## src/design/rsdp_ram.sv

```systemverilog
// ----------------------------------------------------------------------------
// rsdp_ram: generic synchronous RAM.
// One write port and two read ports, with the read data registered.
// ----------------------------------------------------------------------------
module rsdp_ram #(
  parameter int WIDTH = 8,
  parameter int DEPTH = 16
) (
  input  logic                     clk,
  input  logic                     we,
  input  logic [$clog2(DEPTH)-1:0] waddr,
  input  logic [WIDTH-1:0]         wdata,
  input  logic [$clog2(DEPTH)-1:0] raddr_a,
  output logic [WIDTH-1:0]         rdata_a,
  input  logic [$clog2(DEPTH)-1:0] raddr_b,
  output logic [WIDTH-1:0]         rdata_b
);

  logic [WIDTH-1:0] mem [DEPTH];

  always_ff @(posedge clk) begin
    if (we) begin
      mem[waddr] <= wdata;
    end
    rdata_a <= mem[raddr_a];
    rdata_b <= mem[raddr_b];
  end

endmodule

```

## config.mk

```make
export PLATFORM = sky130hd
export DESIGN_NAME = rsdp_ram
export DESIGN_NICKNAME = d
export VERILOG_FILES = /design/src/design/rsdp_ram.sv
export SDC_FILE = /design/constraint.sdc
export NUM_CORES = 1
export LEC_CHECK = 0
export BUFFER_PORTS_ARGS = -buffer_cell sky130_fd_sc_hd__buf_4
export CAP_MARGIN = 5
export CORE_MARGIN = 1
export CORE_UTILIZATION = 36
export CTS_BUF_LIST = sky130_fd_sc_hd__clkbuf_16
export DETAILED_ROUTE_END_ITERATION = 8
export GPL_ROUTABILITY_DRIVEN = 0
export PLACE_DENSITY_LB_ADDON = 0.08
export SLEW_MARGIN = 20
export SYNTH_ARGS = -nofsm -noshare
export SYNTH_HDL_FRONTEND = slang
export SYNTH_SLANG_ARGS = --single-unit
export TNS_END_PERCENT = 50
```

## constraint.sdc

```tcl
create_clock -name clk -period 1.8 [get_ports clk]
set_input_delay 0.18 -clock clk [delete_from_list [all_inputs] [get_ports clk]]
set_output_delay 0.18 -clock clk [all_outputs]
set_load 0.05 [all_outputs]
```

==> results.cfg, run 1 <==
[run_status]
status = completed

[critical_path]
cp_max_fo = 2
path_class = reg -> reg
crit_path_end_kind = flip-flop
cp-start-kind = flip-flop
cp.required_ns = 2.09
arrival_ns = 1.73

[synth]
synth.top_cell.area_share_pct = 60.57
yosys.area_share.adder_pct = 0
synthXorXnorAreaFrac_pct = 0
synth_compound_area_share_pct = 3.785
synthCells = 307
synth_seq_cells = 144
synthMuxAreaShare_pct = 24.45
yosys.cell_types.count = 20
synth_top_cell_by_area = edfxtp_1
ys_seq_area_share_pct = 65.62
syn_nets = 329
synthTopCellsByArea = edfxtp_1 61%, mux4_2 12%, mux4_1 12%, dfxtp_1 5.0%, a22oi_1 3.8%
synth_simple_gate_area_share_pct = 3.431
avgSynthCellArea_sq_um = 20.67
synthesis.area_sq_um = 6346
synth_top_family_by_area = multiplexers
ys_warn_count = 0

[drt]
vias = 3344
dr.pass1.iters = 4
drc = 0
wl_um = 15370
vias_per_cell = 5.482
ant_nets = 0
drt_iter0_markers = 249
wl_per_cell_um = 25.20

[die]
die_x_um = 134.8
dieArea_sq_um = 18160
core_sq_um = 17240
die_y_um = 134.8
pin_count = 38
start_util_pct = 36.82
rows = 48

[sta]
setup_viol_count_final = 0
fmax_mhz = 696.7
maxSlewHeadroom_pct = 33.52
finClkSkew_ns = 0.006845
final_max_slew_viol_count = 0
rsz0062_at_grt = false
worstMarginPinSlew_ns = 0.9935
period_minus_slack_ns = 1.435
holdWs_ns = 0.05652
finalCritPeriodShare_pct = 79.74
finalHoldViolations = 0
tns_ns = 0

[clocking]
clkTransAtPathRegs_ns = 0.06
ctsLongestPathBuffers = 2
cts_resized = 0
cts_root_buffer = clkbuf_16
clk_latency_ns = 0.43
cts_tree = built
post-cts-setup-buffer-count = 0
ctsHtreeMaxLevel = 4
cts_buffers = 17
cts_sinks = 144
hold_buffers = 0

[final_layout]
drive_above_1_share_pct = 34.03
finalNetCount = 394
fill_cells = 1490
antenna_cells = 0
finalInstanceArea_sq_um = 7689
syn_to_final_growth_pct = 21.16

[power]
vdd_ir_drop_max_mv = 0.6690
leakage_nw = 2.686
power_density_nw_per_um2 = 1114

[place]
placed_cell_area_sq_um = 7013
hpwl_um = 10300
numPortBuffers = 37

[min_path]
hold_class = in -> reg

[grt]
grt_overflow = 0
grt_usage_pct = 18.42
grt_first_pass_wirelength_um = 22780
antenna_found_initial = 0
grt_pass1_vias = 3510
grt_max_degree = 21

[flow_run]
cap_violations = 0
-- path summary, 6_finish.rpt --
kind                            cells past startpoint             endpoint                start  slack [ns]
worst max-delay path                                3   rdata_b[4]$_DFF_P_  mem[3][4]$_DFFE_PP_        0.36
worst min register to register                      3   rdata_b[1]$_DFF_P_  mem[4][1]$_DFFE_PP_        0.71
worst min-delay path                                1  mem[1][4]$_DFFE_PP_             wdata[4]        0.06
worst max register to register                      3   rdata_b[4]$_DFF_P_  mem[3][4]$_DFFE_PP_        0.36
-- power breakdown --
group	total [mW]	switching, mW	internal [mW]
Sequential	3.78	0.0422	3.74
Clock	4.02	1.31	2.71
Combinational	0.763	0.448	0.315
-- state kept, by name, indices dropped and copies added (netlist names) --
register	cells
mem	128
rdata_a	8
rdata_b	8
-- critical path, cell delays in order (launching register included) --
cell      delay (ns)
edfxtp_1        0.38
mux4_2          0.48
a22oi_1         0.31
nand2_1         0.14
-- metal layers --
layer / wire (um) / up-vias / global-route usage, %
li1: - / 1470 / -
met3: 588 / 15 / 3.416
met2: 7812 / 75 / 30.73
met5: 0 / - / 0
met1: 6785 / 1784 / 24.33
met4: 183 / 0 / 6.180
-- synth_stat cells (all sizes together) --
cell type      number
a22oi              32
edfxtp            128
nand3               1
and2                2
or3b                1
nand3b              2
clkdlybuf4s25       6
buf                14
nor3                4
mux4               64
nor2               14
nand2              17
nor2b               2
nand2b              2
dfxtp              16
and2b               2
-- area by class of cell --
class	instances	area [sq um]	share of cell area, %
clock buffer	17	425.4	5.533
clock inverter	15	250.2	3.255
multi-input combinational	143	2009	26.14
sequential	144	4164	54.16
tap	225	281.5	3.662
timing repair buffer	66	558.0	7.258
-- logic make-up (layout without fill, tap and decap cells) --
| family | after synthesis | after routing |
|---|---|---|
| mux | 64 | 64 |
| buf+inv | 20 | 98 |
| flops | 144 | 144 |
| compound gates | 32 | 32 |
| simple gates | 47 | 47 |
-- stage by stage --
| step | util [%] | total power [mW] | setup WS (ns) | std cells |
|---|---|---|---|---|
| 5_1_grt | 44.61 | 8.810 | 0.2787 | 610 |
| 4_1_cts | 44.61 | 8.614 | 0.3461 | 610 |
| 3_5_place_dp | 40.69 | 4.630 | 0.07198 | 578 |
| 2_1_floorplan | - | 4.325 | 0.1271 | 307 |
| 6_report | 44.61 | 8.564 | 0.3647 | 610 |
| 3_3_place_gp | 40.69 | 4.629 | 0.03251 | 578 |
-- placed cells by master (no fill, tap or decap), drive strengths merged --
cell type  count
nor3           4
nor2b          2
nand2b         2
buf           66
bufinv         7
or3b           1
dfxtp         16
clkinvlp       2
inv            3
clkbuf        17
a22oi         32
and2b          2
edfxtp       128
mux4          64
nand3b         2
nor2          14
nand3          1
clkinv         3
nand2         17
and2           2
(Power assumes the default switching activity.)
==> run 2: changes to the inputs <==
Clock period 1.8 ns to 1.3 ns, I/O delays scaled along.
==> run 2 against run 1 <==
  * The run now ends with setup timing left
  * Global-route usage increased by 0.67 points
  * Final cell count increased by 5.2%
  * Critical path depth increased by 1
  * Clock power increased by 33%
  * Sequential share of layout area decreased by 2.2 points
  * Utilization increased by 1.9 points
  * Die area unchanged
  * Register-to-register slack got worse by 0.49 ns
  * Sequential power increased by 39%
  * Hold slack got worse by 0.020 ns
  * Non-clock buffer count increased by 32
  * Maximum frequency increased by 0.49%
==> results.cfg, run 2 (same netlist as run 1, synthesis figures left out) <==
[run_status]
status = finished, violations left
violations = setup timing

[drt]
vias = 3453
ant_nets = 0
drc = 0
wl_per_cell_um = 24.66
dr.pass1.iters = 4
drt_iter0_markers = 237
wl_um = 15830
vias_per_cell = 5.379

[clocking]
ctsLongestPathBuffers = 2
cts_root_buffer = clkbuf_16
cts_sinks = 144
cts_tree = built
clk_latency_ns = 0.42
cts_buffers = 17
clkTransAtPathRegs_ns = 0.06
hold_buffers = 0
ctsHtreeMaxLevel = 4

[sta]
finalCritPeriodShare_pct = 109.9
worstMarginPinSlew_ns = 0.9789
rsz0062_at_grt = true
final_max_slew_viol_count = 0
setup_viol_count_final = 11
period_minus_slack_ns = 1.428
fmax_mhz = 700.2
finalHoldViolations = 0
maxSlewHeadroom_pct = 34.50
finClkSkew_ns = 0.006478
worst_slack_ns = -0.1282

[final_layout]
reg_top3 = mem (128), rdata_a (8), rdata_b (8)
drive_above_1_share_pct = 48.20
syn_to_final_growth_pct = 26.18
largest_reg_flops = 128
max_flop_register = mem
multi_input_area_sq_um = 2051
final_cells = 642
fill_cells = 1462
antenna_cells = 0
layout_common_cells = 128 x edfxtp_1, 88 x buf_4, 51 x mux4_2, 19 x a22oi_2, 17 x clkbuf_16
finalNetCount = 426
regArea_sq_um = 4164
layout_commonest_cell = edfxtp_1

[power]
clkPwrFrac_pct = 45.3
p_sw_share_pct = 21.53
power_switching_mw = 2.544
seq_power_share_pct = 44.4
vdd_ir_drop_max_mv = 0.9098
power_mw = 11.81
pwr-share-comb_pct = 10.3
power_density_nw_per_um2 = 1475
leakage_nw = 2.796
intPower_mw = 9.270

[die]
die_x_um = 134.8
pin_count = 38
die_y_um = 134.8
dieArea_sq_um = 18160
core_sq_um = 17240
start_util_pct = 36.82
rows = 48

[place]
numPortBuffers = 37
hpwl_um = 11390
place_inst = 610

[critical_path]
crit_path_end_kind = flip-flop
arrival_ns = 1.73
r2r_cells = 4
critPathSlowestCell = mux4_2
max_stage_delay_ns = 0.48
cp_max_fo = 2
path_class = reg -> reg
path_cells = buf_4, mux4_2, a22oi_2, nand2_1
cp.required_ns = 1.60
cp-start-kind = flip-flop

[grt]
antenna_found_initial = 0
grtUsageMet3_pct = 4.092
top_usage_layer = met2
use_met1_pct = 27.22
grt_pass1_vias = 3665
grtUsageMet2_pct = 29.44
grt_max_degree = 17
grt_usage_pct = 19.10
grt_first_pass_wirelength_um = 23900
grt_overflow = 0

[min_path]
hold_class = in -> reg
hold_depth = 1

[flow_run]
cap_violations = 0
run 2: final timing paths:
kind                              from                   end  slack, ns
setup reg to reg   mem[4][2]$_DFFE_PP_    rdata_b[2]$_DFF_P_      -0.13
setup / recovery   mem[4][2]$_DFFE_PP_    rdata_b[2]$_DFF_P_      -0.13
hold / removal                wdata[5]  mem[11][5]$_DFFE_PP_       0.04
hold reg to reg   mem[14][3]$_DFFE_PP_    rdata_a[3]$_DFF_P_       0.70
run 2: per-stage QoR:
step / TNS [ns] / util [%] / setup slack (ns) / cell area, sq um / hold slack, ns
after detailed placement: -9.923 / 42.47 / -0.3545 / 7321 / 0.4607
final: -0.6247 / 46.46 / -0.1282 / 8008 / 0.03676
after global placement: -9.181 / 42.47 / -0.3624 / 7321 / 0.4540
after floorplan: -3.301 / - / -0.09615 / 6351 / 0.2289
after CTS: -0.8822 / 46.52 / -0.1269 / 8018 / 0.01512
after global routing: -1.206 / 46.46 / -0.1550 / 8008 / 0.03270
run 2: cell type report:
class	instances	share of cell area, %
Clock buffer	17	5.313
Clock inverter	15	2.813
Multi-Input combinational cell	143	25.61
Sequential cell	144	52.00
Tap cell	225	3.516
Timing Repair Buffer	98	10.75
run 2: power by group through the flow:
stage / registers, mW / logic [mW] / clock network, mW
6_report: 5.24 / 1.22 / 5.35
3_5_place_dp: 5.34 / 1.17 / 0
5_1_grt: 5.25 / 1.29 / 5.64
3_3_place_gp: 5.33 / 1.17 / 0
2_1_floorplan: 5.52 / 0.468 / 0
4_1_cts: 5.24 / 1.21 / 5.45
run 2: routing by layer:
| metal | routed length [um] | up-vias |
|---|---|---|
| met5 | 0 | - |
| met4 | 148 | 0 |
| met3 | 768 | 15 |
| met2 | 7387 | 81 |
| met1 | 7526 | 1836 |
| li1 | - | 1521 |
run 2: critical path: cells and delay by family (launching register included):
kind                   cells  cell delay, ns
DFF                        1            0.38
and+or+nand+nor            1            0.08
muxes                      1            0.48
AOI/OAI and AO/OA          1            0.22
buffers and inverters      1            0.15
run 2: what timing repair did:
action                                  4_1_cts  5_1_grt
buffers inserted                              0        0
pin swaps                                    12        9
endpoints found under the hold margin         0        0
gates resized for setup                      22       16
endpoints found under the setup margin       16       16
