**config.mk**
```make
export PLATFORM = sky130hd
export DESIGN_NAME = rsdp_update
export DESIGN_NICKNAME = d
export VERILOG_FILES = /design/src/design/rsdp_pkg.sv /design/src/design/rsdp_update.sv
export SDC_FILE = /design/constraint.sdc
export NUM_CORES = 1
export LEC_CHECK = 0
export BUFFER_PORTS_ARGS = -buffer_cell sky130_fd_sc_hd__buf_4
export CORE_UTILIZATION = 46
export DETAILED_ROUTE_END_ITERATION = 7
export PLACE_DENSITY = 0.84
export SLEW_MARGIN = 20
export SYNTH_ARGS = -nofsm -noshare
export SYNTH_HDL_FRONTEND = slang
export SYNTH_SLANG_ARGS = --single-unit
```
**constraint.sdc**
```tcl
create_clock -name vclk -period 8.9
set_clock_uncertainty 0.05 [all_clocks]
set_input_delay 1.78 -clock vclk [all_inputs]
set_output_delay 1.78 -clock vclk [all_outputs]
set_load 0.005 [all_outputs]
```
**src/design/rsdp_pkg.sv**
```systemverilog
// ----------------------------------------------------------------------------
// rsdp_pkg: shared types and constants for the rod subset-sum engine.
// Holds the table entry layout, the reset contents and the item kinds.
// ----------------------------------------------------------------------------
package rsdp_pkg;

  localparam int WAYS_W = 32;
  localparam int FEW_W  = 11;
  localparam int COST_W = 32;
  localparam int TGT_W  = 11;
  localparam int ROD_W  = 16;

  localparam logic [FEW_W-1:0]  FEW_ALL_ONES  = {FEW_W{1'b1}};
  localparam logic [COST_W-1:0] COST_ALL_ONES = {COST_W{1'b1}};
  localparam logic [WAYS_W-1:0] WAYS_ALL_ONES = {WAYS_W{1'b1}};

  localparam logic KIND_ROD = 1'b0;
  localparam logic KIND_END = 1'b1;

  typedef struct packed {
    logic              reach;
    logic [WAYS_W-1:0] ways;
    logic [FEW_W-1:0]  fewest;
    logic [COST_W-1:0] cost;
  } entry_t;

  localparam int ENTRY_W = $bits(entry_t);

  localparam entry_t ENTRY_ORIGIN = '{
    reach:  1'b1,
    ways:   WAYS_W'(1),
    fewest: '0,
    cost:   '0
  };

  localparam entry_t ENTRY_EMPTY = '{
    reach:  1'b0,
    ways:   '0,
    fewest: FEW_ALL_ONES,
    cost:   COST_ALL_ONES
  };

endpackage

```
**src/design/rsdp_update.sv**
```systemverilog
// ----------------------------------------------------------------------------
// rsdp_update: one knapsack entry update.
// Combines the destination entry with the source entry shifted by one rod.
// ----------------------------------------------------------------------------
module rsdp_update (
  input  rsdp_pkg::entry_t                 src,
  input  rsdp_pkg::entry_t                 dst,
  input  logic [rsdp_pkg::ROD_W-1:0]       rod_cost,
  output rsdp_pkg::entry_t                 result
);

  logic [rsdp_pkg::WAYS_W:0]   ways_sum;
  logic [rsdp_pkg::COST_W:0]   cost_sum;
  logic [rsdp_pkg::WAYS_W-1:0] ways_sat;
  logic [rsdp_pkg::COST_W-1:0] cand_cost;
  logic [rsdp_pkg::FEW_W-1:0]  cand_few;

  always_comb begin
    ways_sum = {1'b0, dst.ways} + {1'b0, src.ways};
    ways_sat = ways_sum[rsdp_pkg::WAYS_W] ? rsdp_pkg::WAYS_ALL_ONES
                                          : ways_sum[rsdp_pkg::WAYS_W-1:0];
    cost_sum = {1'b0, src.cost}
             + {{(rsdp_pkg::COST_W + 1 - rsdp_pkg::ROD_W){1'b0}}, rod_cost};
    cand_cost = cost_sum[rsdp_pkg::COST_W] ? rsdp_pkg::COST_ALL_ONES
                                           : cost_sum[rsdp_pkg::COST_W-1:0];
    cand_few = (src.fewest == rsdp_pkg::FEW_ALL_ONES) ? rsdp_pkg::FEW_ALL_ONES
                                                      : src.fewest + 1'b1;
    result = dst;
    if (src.reach) begin
      result.reach  = 1'b1;
      result.ways   = ways_sat;
      result.fewest = (cand_few < dst.fewest) ? cand_few : dst.fewest;
      result.cost   = (cand_cost < dst.cost) ? cand_cost : dst.cost;
    end
  end

endmodule

```
==> results.md, run 1 <==
- Status: finished clean
- Top cells by count, synth: 90 x ha_1, 60 x inv_1, 52 x nand2_1, 51 x a21oi_1, 49 x mux2_2
- Cell row count: 37
- WL final: 16640 um
- Total of max-cap violations: 0
- Final instance area: 6898 um^2
- Initial antenna violation count: 0
- Post-CTS Setup Inserts: 0
- CP startpoint: src[0]
- Area grow syn2layout: 39.92%
- Worst hold path class: input port to primary output
- HP Start: dst[75]
- Worst setup SP type: input port
- DR vias: 6090
- Synthesized instance count: 687
- Yosys top cell area share: 22.84%
- Ys Warns: 0
- Wire per inst: 15.82 um
- Tmin final: 8.673 ns
- Max-slew headroom: 59.27%
- Endpoints failing setup: 0
- Hold buffers post-CTS: 0
- Detail Route Antenna Nets: 0
- RSZ-0062 raised after global routing: no
- P per Cell Area: 70.49 nW/um^2
- Area after DPL: 6889 um^2
- Number of global-route vias before repair: 5971
- Die H: 105.5 um
- Logic pwr share: 100.0%
- VDD IR max: 0.03820 mV
- Fin. max-slew vios: 0
- CP required: 7.07 ns
- Resized Gates After CTS: 0
- FF+latch count: 0
- Die width: 105.5 um
- Worst slew pin tran: 0.6110 ns
- CP max FO: 20
- Die ar.: 11130 um^2
- Clock group share of total power: 0%
- Critical path arrival: 6.84 ns
- WP buf/inv: 4
- Fraction of layout cells with a size suffix above 1: 33.41%
- Initial DRC Count: 270
- Sw frac: 48.22%
- Crit Path Class: input port to primary output
- Residual DRC: 0
- Largest net degree at the start of global routing: 37
- # IOs: 244
- HPWL Detailed: 14290 um
- Kind of cell adding the most delay to the critical path: compound AO/OA/AOI/OAI gates
- Gr usage total: 28.37%
- Crit share post-route: 97.45%
- Initial Util: 47.54%
- Routability cong.: 0.9188
- Sequential Power Share: 0%
- Synth area leaders: ha_1 23%, mux2_2 11%, a21oi_1 5.2%
- Fmax: 115.3 MHz
- Final nets: 1178
- Synthesized area: 4930 um^2
- Static leakage power: 3.485 nW
- Fin Setup TNS: 0 ns
- Worst stage delay on the critical path: 0.44 ns
- Seq/Total Area, Yosys: 0%
- Most frequent cell after synthesis: ha_1
- Crit-path cells: buf_4 -> ha_1 -> fa_1 -> a21o_1 -> a21oi_1 -> o21a_1 -> o211ai_1 -> a311o_1 -> nand2_1 -> buf_4 -> nand2_1 -> ha_1 -> a21o_1 -> a21o_1 -> a2111oi_0 -> o21bai_1 -> a2111oi_0 -> a21boi_1 -> o31a_4 -> buf_12 -> mux2_2 -> buf_4
- Sw Pwr: 0.0002344 W
- CP max-delay cell: a2111oi_0
- Gr ovfl total: 0
- Core box area: 10370 um^2
- Final Hold Vio Count: 0
- Via-to-Cell Ratio: 5.789
- Fillers: 983
- # port buffers: 244
- First-pass GRT wire length: 26540 um
- Syn avg cell area: 7.176 um^2
- Synth unique cells: 58
- Reg area: 0 um^2
- Syn Nets: 947
- Clock buffer cells: 0
- Most area-hungry cell type in the Yosys netlist: ha_1
- Int Pwr: 0.0002518 W
- Diode count: 0
- DRT Pass-1 Iters: 5
- Area of the multi-input gates: 4613 um^2
- Worst setup EP type: primary output
==> layer usage <==
layer / wire (um) / share of wire [%] / global-route usage [%]
met1: 6741 / 41 / 31.96
met2: 8481 / 51 / 56.39
met3: 917 / 5.5 / 2.103
met4: 502 / 3.0 / 7.738
met5: 0 / 0 / 0
==> logic make-up after synthesis <==
kind of cell	share of synthesized area, %
and+or+nand+nor	19.72
adders and majority gates	23.65
buffers and inverters	6.599
AOI/OAI and AO/OA	30.96
xor gates and xnor gates	7.462
muxes	11.60
==> tightest hold or removal path, cell delays in order <==
cell,delay [ns]
buf_4,0.07
or2_2,0.09
buf_4,0.11
==> cell usage in the layout, fill, tap and decap left out, types with 4 or more instances in the layout <==
cell type / synthesis / final
a2111oi_0: 4 / 4
a211oi_1: 10 / 10
o22a_1: 29 / 29
o21a_1: 10 / 10
buf_4: 3 / 249
a31oi_1: 13 / 13
nor2b_1: 10 / 10
nand2_1: 52 / 52
and4_1: 4 / 4
mux2_2: 49 / 49
nand3_1: 29 / 29
nor2_1: 43 / 43
nor3_1: 6 / 6
o21ai_0: 41 / 41
and2_1: 4 / 4
ha_1: 90 / 90
nand2b_1: 11 / 11
and3_1: 15 / 15
a41oi_1: 4 / 4
inv_1: 60 / 60
o211ai_1: 5 / 5
a21oi_1: 51 / 51
o21bai_1: 11 / 11
a21o_1: 17 / 17
xor2_1: 21 / 21
nand4_1: 12 / 12
xnor2_1: 21 / 21
==> stage by stage <==
stage	hold WS (ns)	instances	power [W]	setup WS, ns	util (%)
2_1_floorplan	3.595	687	0.0002848	0.7113	-
3_3_place_gp	3.759	1052	0.0004690	0.3868	66.43
3_5_place_dp	3.782	1052	0.0004785	0.2030	66.43
4_1_cts	3.782	1052	0.0004822	0.1997	66.43
5_1_grt	3.791	1052	0.0005357	0.01332	66.52
6_report	3.782	1052	0.0004862	0.2268	66.52
==> path summary, 6_finish.rpt <==
check | cells after the start | end
setup / recovery | 22 | result[30]
hold / removal | 3 | result[75]
==> power groups by stage <==
stage	clock [W]	combinational (W)	sequential (W)
after floorplan	0	0.000285	0
after global placement	0	0.000469	0
after detailed placement	0	0.000478	0
after CTS	0	0.000482	0
after global routing	0	0.000536	0
final	0	0.000486	0
==> cell type report <==
type / count / area share, %
tap: 136 / 2.467
timing repair buffer: 250 / 27.39
inverter: 60 / 3.265
multi-input combinational: 606 / 66.88
No activity file was read; power rests on OpenSTA's default activity.
==> run 2: changes to the inputs <==
Settings changed: ABC_AREA from default to 1, PLACE_DENSITY 0.84 to 0.82.
==> results.md, run 2 <==
- Status: finished clean
- Synthesized area: 5416 um^2 (+9.9%)
- Fillers: 1163 (+18%)
- Area grow syn2layout: 35.14%
- Syn avg cell area: 5.471 um^2 (-24%)
- # IOs: 244 (unchanged)
- Sequential Power Share: 0% (unchanged)
- Fin Setup TNS: 0 ns (unchanged)
- Synthesized instance count: 990 (+44%)
- Most frequent cell after synthesis: nand2_1
- Number of global-route vias before repair: 6764 (+13%)
- Most common cell after layout, fill and taps aside: nand2_1
- FF+latch count: 0 (unchanged)
- Initial antenna violation count: 0 (unchanged)
- HPWL Detailed: 16210 um (+13%)
- Die width: 110.5 um (+4.7%)
- Die H: 110.5 um (+4.7%)
- RSZ-0062 raised after global routing: no
- CP max FO: 33 (+65%)
- Max-slew headroom: 31.99% (-27 points)
- Most frequent cells in the layout: 248 x nand2_1, 246 x buf_4, 139 x inv_1
- Critical path arrival: 5.77 ns (-1.07 ns)
- Post-CTS Setup Inserts: 0 (unchanged)
- Worst setup EP type: primary output
- Reg area: 0 um^2 (unchanged)
- Initial DRC Count: 527 (+95%)
- Die ar.: 12210 um^2 (+9.7%)
- Total of max-cap violations: 0 (unchanged)
- Routability cong.: 1.001 (+8.9%)
- Residual DRC: 0 (unchanged)
- Static leakage power: 4.162 nW (+19%)
- Endpoints failing setup: 0 (unchanged)
- Detail Route Antenna Nets: 0 (unchanged)
- Simple-gate share of the synthesized area: 41.49% (+22 points)
- Gr usage total: 29.40% (+1.0 points)
- Resized Gates After CTS: 0 (unchanged)
- Worst setup SP type: input port
- Final Hold Vio Count: 0 (unchanged)
- XOR/XNOR share of the synthesized area: 3.719% (-3.7 points)
- Fin. max-slew vios: 0 (unchanged)
- Fmax: 131.6 MHz (+14%)
- CP required: 7.07 ns (about the same)
- Mux contribution to synthesized area: 0% (-12 points)
- Most area-hungry cell type in the Yosys netlist: ha_1
- Clock buffer cells: 0 (unchanged)
- Synth unique cells: 44 (-24%)
- Sw Pwr: 0.0002626 W (+12%)
- WHS: 3.769 ns (-0.01237 ns)
- Initial Util: 47.23% (-0.30 points)
- First-pass GRT wire length: 30750 um (+16%)
- Diode count: 0 (unchanged)
- Yosys top cell area share: 20.79% (-2.1 points)
- Core box area: 11470 um^2 (+11%)
- Final nets: 1473 (+25%)
- Seq/Total Area, Yosys: 0% (unchanged)
- Ys Warns: 0 (unchanged)
- Fraction of layout cells with a size suffix above 1: 23.45% (-10 points)
- Worst slew pin tran: 1.019 ns (+0.4081 ns)
- Gr ovfl total: 0 (unchanged)
- Hold buffers post-CTS: 0 (unchanged)
- Int Pwr: 0.0002295 W (-8.8%)
- DRT Pass-1 Iters: 5 (unchanged)
- DR vias: 7254 (+19%)
- WL final: 18660 um (+12%)
- Logic pwr share: 100.0% (about the same)
- Via-to-Cell Ratio: 5.357 (-7.5%)
- Top cells by count, synth: 248 x nand2_1, 139 x inv_1, 94 x nand3_1, 94 x nor2_1, 90 x ha_1
- Synth area leaders: ha_1 21%, nand2_1 17%, inv_1 9.6%
- Sw frac: 53.36% (+5.1 points)
- Clock group share of total power: 0% (unchanged)
- Crit share post-route: 85.35% (-12 points)
- Largest net degree at the start of global routing: 63 (+70%)
- P per Cell Area: 67.23 nW/um^2 (-4.6%)
- Adder-Cell Fraction of Synth Area: 21.53% (-2.1 points)
- Crit Path Class: input port to primary output
- Wire per inst: 13.78 um (-13%)
- Area of the multi-input gates: 4750 um^2 (+3.0%)
- Tmin final: 7.596 ns (-1.077 ns)
- Cell row count: 39 (+5.4%)
- VDD IR max: 0.03973 mV (+4.0%)
- Post-synthesis compound-gate area fraction: 20.86% (-10 points)
- Syn Nets: 1250 (+32%)
- Worst hold path class: input port to primary output
- # port buffers: 244 (unchanged)
- Largest family of logic cells by synthesized area: simple AND/OR/NAND/NOR gates
-- run 2: logic make-up after synthesis --
family,after synthesis
xor+xnor,23
compound gates,191
simple gates,514
buf+inv,170
fa+ha+maj,92
-- run 2: stage by stage --
step	utilization [%]	power (W)	setup slack (ns)	cells	cell area (um^2)
4_1_cts	63.83	0.0004892	1.337	1354	7320
6_report	63.83	0.0004921	1.304	1354	7320
3_3_place_gp	63.83	0.0004815	1.406	1354	7320
2_1_floorplan	-	0.0002906	2.037	990	5416
5_1_grt	63.83	0.0005497	0.9610	1354	7320
3_5_place_dp	63.83	0.0004865	1.356	1354	7320
-- run 2: layout make-up --
| type | count | area share, % |
|---|---|---|
| timing repair buffer | 246 | 25.23 |
| tap | 143 | 2.444 |
| inverter | 145 | 7.436 |
| multi-input combinational | 820 | 64.89 |
-- run 2: path summary, 6_finish.rpt --
path,startpoint,endpoint,slack [ns],depth (start not counted)
setup / recovery,src[0],result[27],1.30,23
hold / removal,dst[75],result[75],3.77,3
-- run 2: critical path, cell delays in order --
cell and delay (ns):
buf_4 0.11, ha_1 0.21, fa_1 0.38, nand2_1 0.10, nand2_1 0.07, nand3_1 0.09, nand2_1 0.10, nand2_2 0.10
nand2_4 0.07, nand2_2 0.47, a21boi_0 0.23, o21ai_0 0.14, ha_1 0.30, nand2_1 0.08, nor2_1 0.05, a211oi_1 0.20
o221a_2 0.24, nand2_2 0.07, nand2_4 0.28, nand2_4 0.31, nand2_1 0.15, nand2_1 0.07, buf_4 0.13
-- run 2: layer usage --
layer / part of all wire (%) / global-route usage, % / wire (um)
met1: 43 / 37.99 / 8088
met4: 2.8 / 8.000 / 524
met5: 0 / 0 / 0
met2: 46 / 50.97 / 8626
met3: 7.6 / 3.732 / 1420
-- run 2: power by group through the flow --
stage	Clock [W]	Sequential [W]	Combinational (W)
after floorplan	0	0	0.000291
after global placement	0	0	0.000482
after detailed placement	0	0	0.000486
after CTS	0	0	0.000489
after global routing	0	0	0.000550
final	0	0	0.000492
==> run 3: changes to the inputs <==
Settings changed: MAX_ROUTING_LAYER from default to met4, SLEW_MARGIN 20 to 0.
Clock period 8.9 ns to 7.1 ns, I/O delays scaled along.
==> results.md, run 3 (synthesis results as in run 2) <==
- Final nets: 1476 (+0.20%)
- Crit-path cells: buf_4 -> ha_1 -> fa_1 -> nand2_1 -> nand2_1 -> nand3_1 -> nand2_1 -> nand2_2 -> nand2_4 -> nand2_2 -> buf_4 -> a21boi_0 -> o21ai_0 -> ha_1 -> nand2_1 -> nor2_1 -> a211oi_1 -> o221a_2 -> nand2_2 -> nand2_4 -> nand2_4 -> nand2_1 -> nand2_1 -> buf_4
- Worst stage delay on the critical path: 0.39 ns (-0.08 ns)
- Tmin final: 6.726 ns
- RSZ-0062 raised after global routing: no
- Routability cong.: 0.9849 (-1.6%)
- Final Hold Vio Count: 0 (unchanged)
- Most frequent cells in the layout: 249 x buf_4, 248 x nand2_1, 139 x inv_1
- Fin. max-slew vios: 0 (unchanged)
- Initial antenna violation count: 0 (unchanged)
- Design Power: 0.0006163 W (+25%)
- WP buf/inv: 3 (+1)
- Initial DRC Count: 402 (-24%)
- Residual DRC: 0 (unchanged)
- Worst slew pin tran: 0.9500 ns (-0.06908 ns)
- Crit share post-route: 94.73%
- DR vias: 7365 (+1.5%)
- DRT Pass-1 Iters: 5 (unchanged)
- WL final: 18480 um (-0.97%)
- Largest net degree at the start of global routing: 63 (unchanged)
- Die ar.: 12210 um^2 (unchanged)
- VDD IR max: 0.05627 mV (+42%)
- Total of max-cap violations: 0 (unchanged)
- Kind of cell adding the most delay to the critical path: simple AND/OR/NAND/NOR gates
- Area grow syn2layout: 35.55%
- Fmax: 148.7 MHz
- Resized Gates After CTS: 0 (unchanged)
- Endpoints failing setup: 0 (unchanged)
- Detail Route Antenna Nets: 0 (unchanged)
- Via-to-Cell Ratio: 5.427 (+1.3%)
- Most common cell after layout, fill and taps aside: buf_4
- Reg area: 0 um^2 (unchanged)
- CP max FO: 32 (-3.0%)
- Max-slew headroom: 36.60% (+4.6 points)
- Status: finished clean
- First-pass GRT wire length: 30300 um (-1.5%)
- Crit Path Class: input port to primary output
- Gr ovfl total: 0 (unchanged)
- HPWL Detailed: 16200 um (about the same)
- Worst setup SP type: input port
- Core box area: 11470 um^2 (unchanged)
- Post-CTS Setup Inserts: 0 (unchanged)
- Worst setup EP type: primary output
- Cell row count: 39 (unchanged)
- Worst hold path class: input port to primary output
- Critical path arrival: 5.26 ns (-0.51 ns)
- P per Cell Area: 83.93 nW/um^2 (+25%)
- Fin Setup TNS: 0 ns (unchanged)
- # port buffers: 244 (unchanged)
- Die width: 110.5 um (unchanged)
- Clock buffer cells: 0 (unchanged)
- Wire per inst: 13.62 um (-1.2%)
- FF+latch count: 0 (unchanged)
- # IOs: 244 (unchanged)
- Crit path top cell by count: nand2_1
- CP max-delay cell: fa_1
- CP required: 5.63 ns (-1.44 ns)
- Fraction of layout cells with a size suffix above 1: 23.64% (+0.19 points)
- Diode count: 0 (unchanged)
- Gr usage total: 29.68% (+0.29 points)
- Hold buffers post-CTS: 0 (unchanged)
- Number of global-route vias before repair: 6713 (-0.75%)
- Initial Util: 47.23% (unchanged)
- Die H: 110.5 um (unchanged)
- Static leakage power: 4.174 nW (+0.30%)
run 3: cell count changes in the layout (fill, tap and decap cells not counted), sizes merged:
cell,delta
buf,+3
run 3: through the flow:
stage | utilization [%] | cell area [um^2] | setup WS [ns] | cells | hold WS, ns
3_3_place_gp | 64.03 | 7342 | 0.5868 | 1357 | 3.039
5_1_grt | 64.03 | 7342 | 0.04606 | 1357 | 3.063
2_1_floorplan | - | 5416 | 0.9571 | 990 | 2.875
4_1_cts | 64.03 | 7342 | 0.4435 | 1357 | 3.051
6_report | 64.03 | 7342 | 0.3744 | 1357 | 3.048
3_5_place_dp | 64.03 | 7342 | 0.4526 | 1357 | 3.051
run 3: where the power goes:
group	total (W)	switching, W	internal, W	leakage, nW
Clock	0	0	0	0
Combinational	0.000616	0.000329	0.000288	4.17
Sequential	0	0	0	0
run 3: cell type report:
| type | instances | area (um^2) |
|---|---|---|
| inverters | 145 | 544.3 |
| fillers | 1169 | 4125 |
| well taps | 143 | 178.9 |
| repair buffers | 249 | 1869 |
| multi-input cells | 820 | 4750 |
run 3: layer usage:
metal	track usage (%)	vias to the layer above	part of all wire, %
met2	50.39	303	46
met5	-	-	0
met4	5.956	0	2.1
li1	-	3774	-
met1	38.28	3256	44
met3	2.744	32	7.3
run 3: final timing paths:
kind,startpoint,end,slack [ns],depth (start not counted)
max,src[0],result[4],0.37,24
min,dst[75],result[75],3.05,3
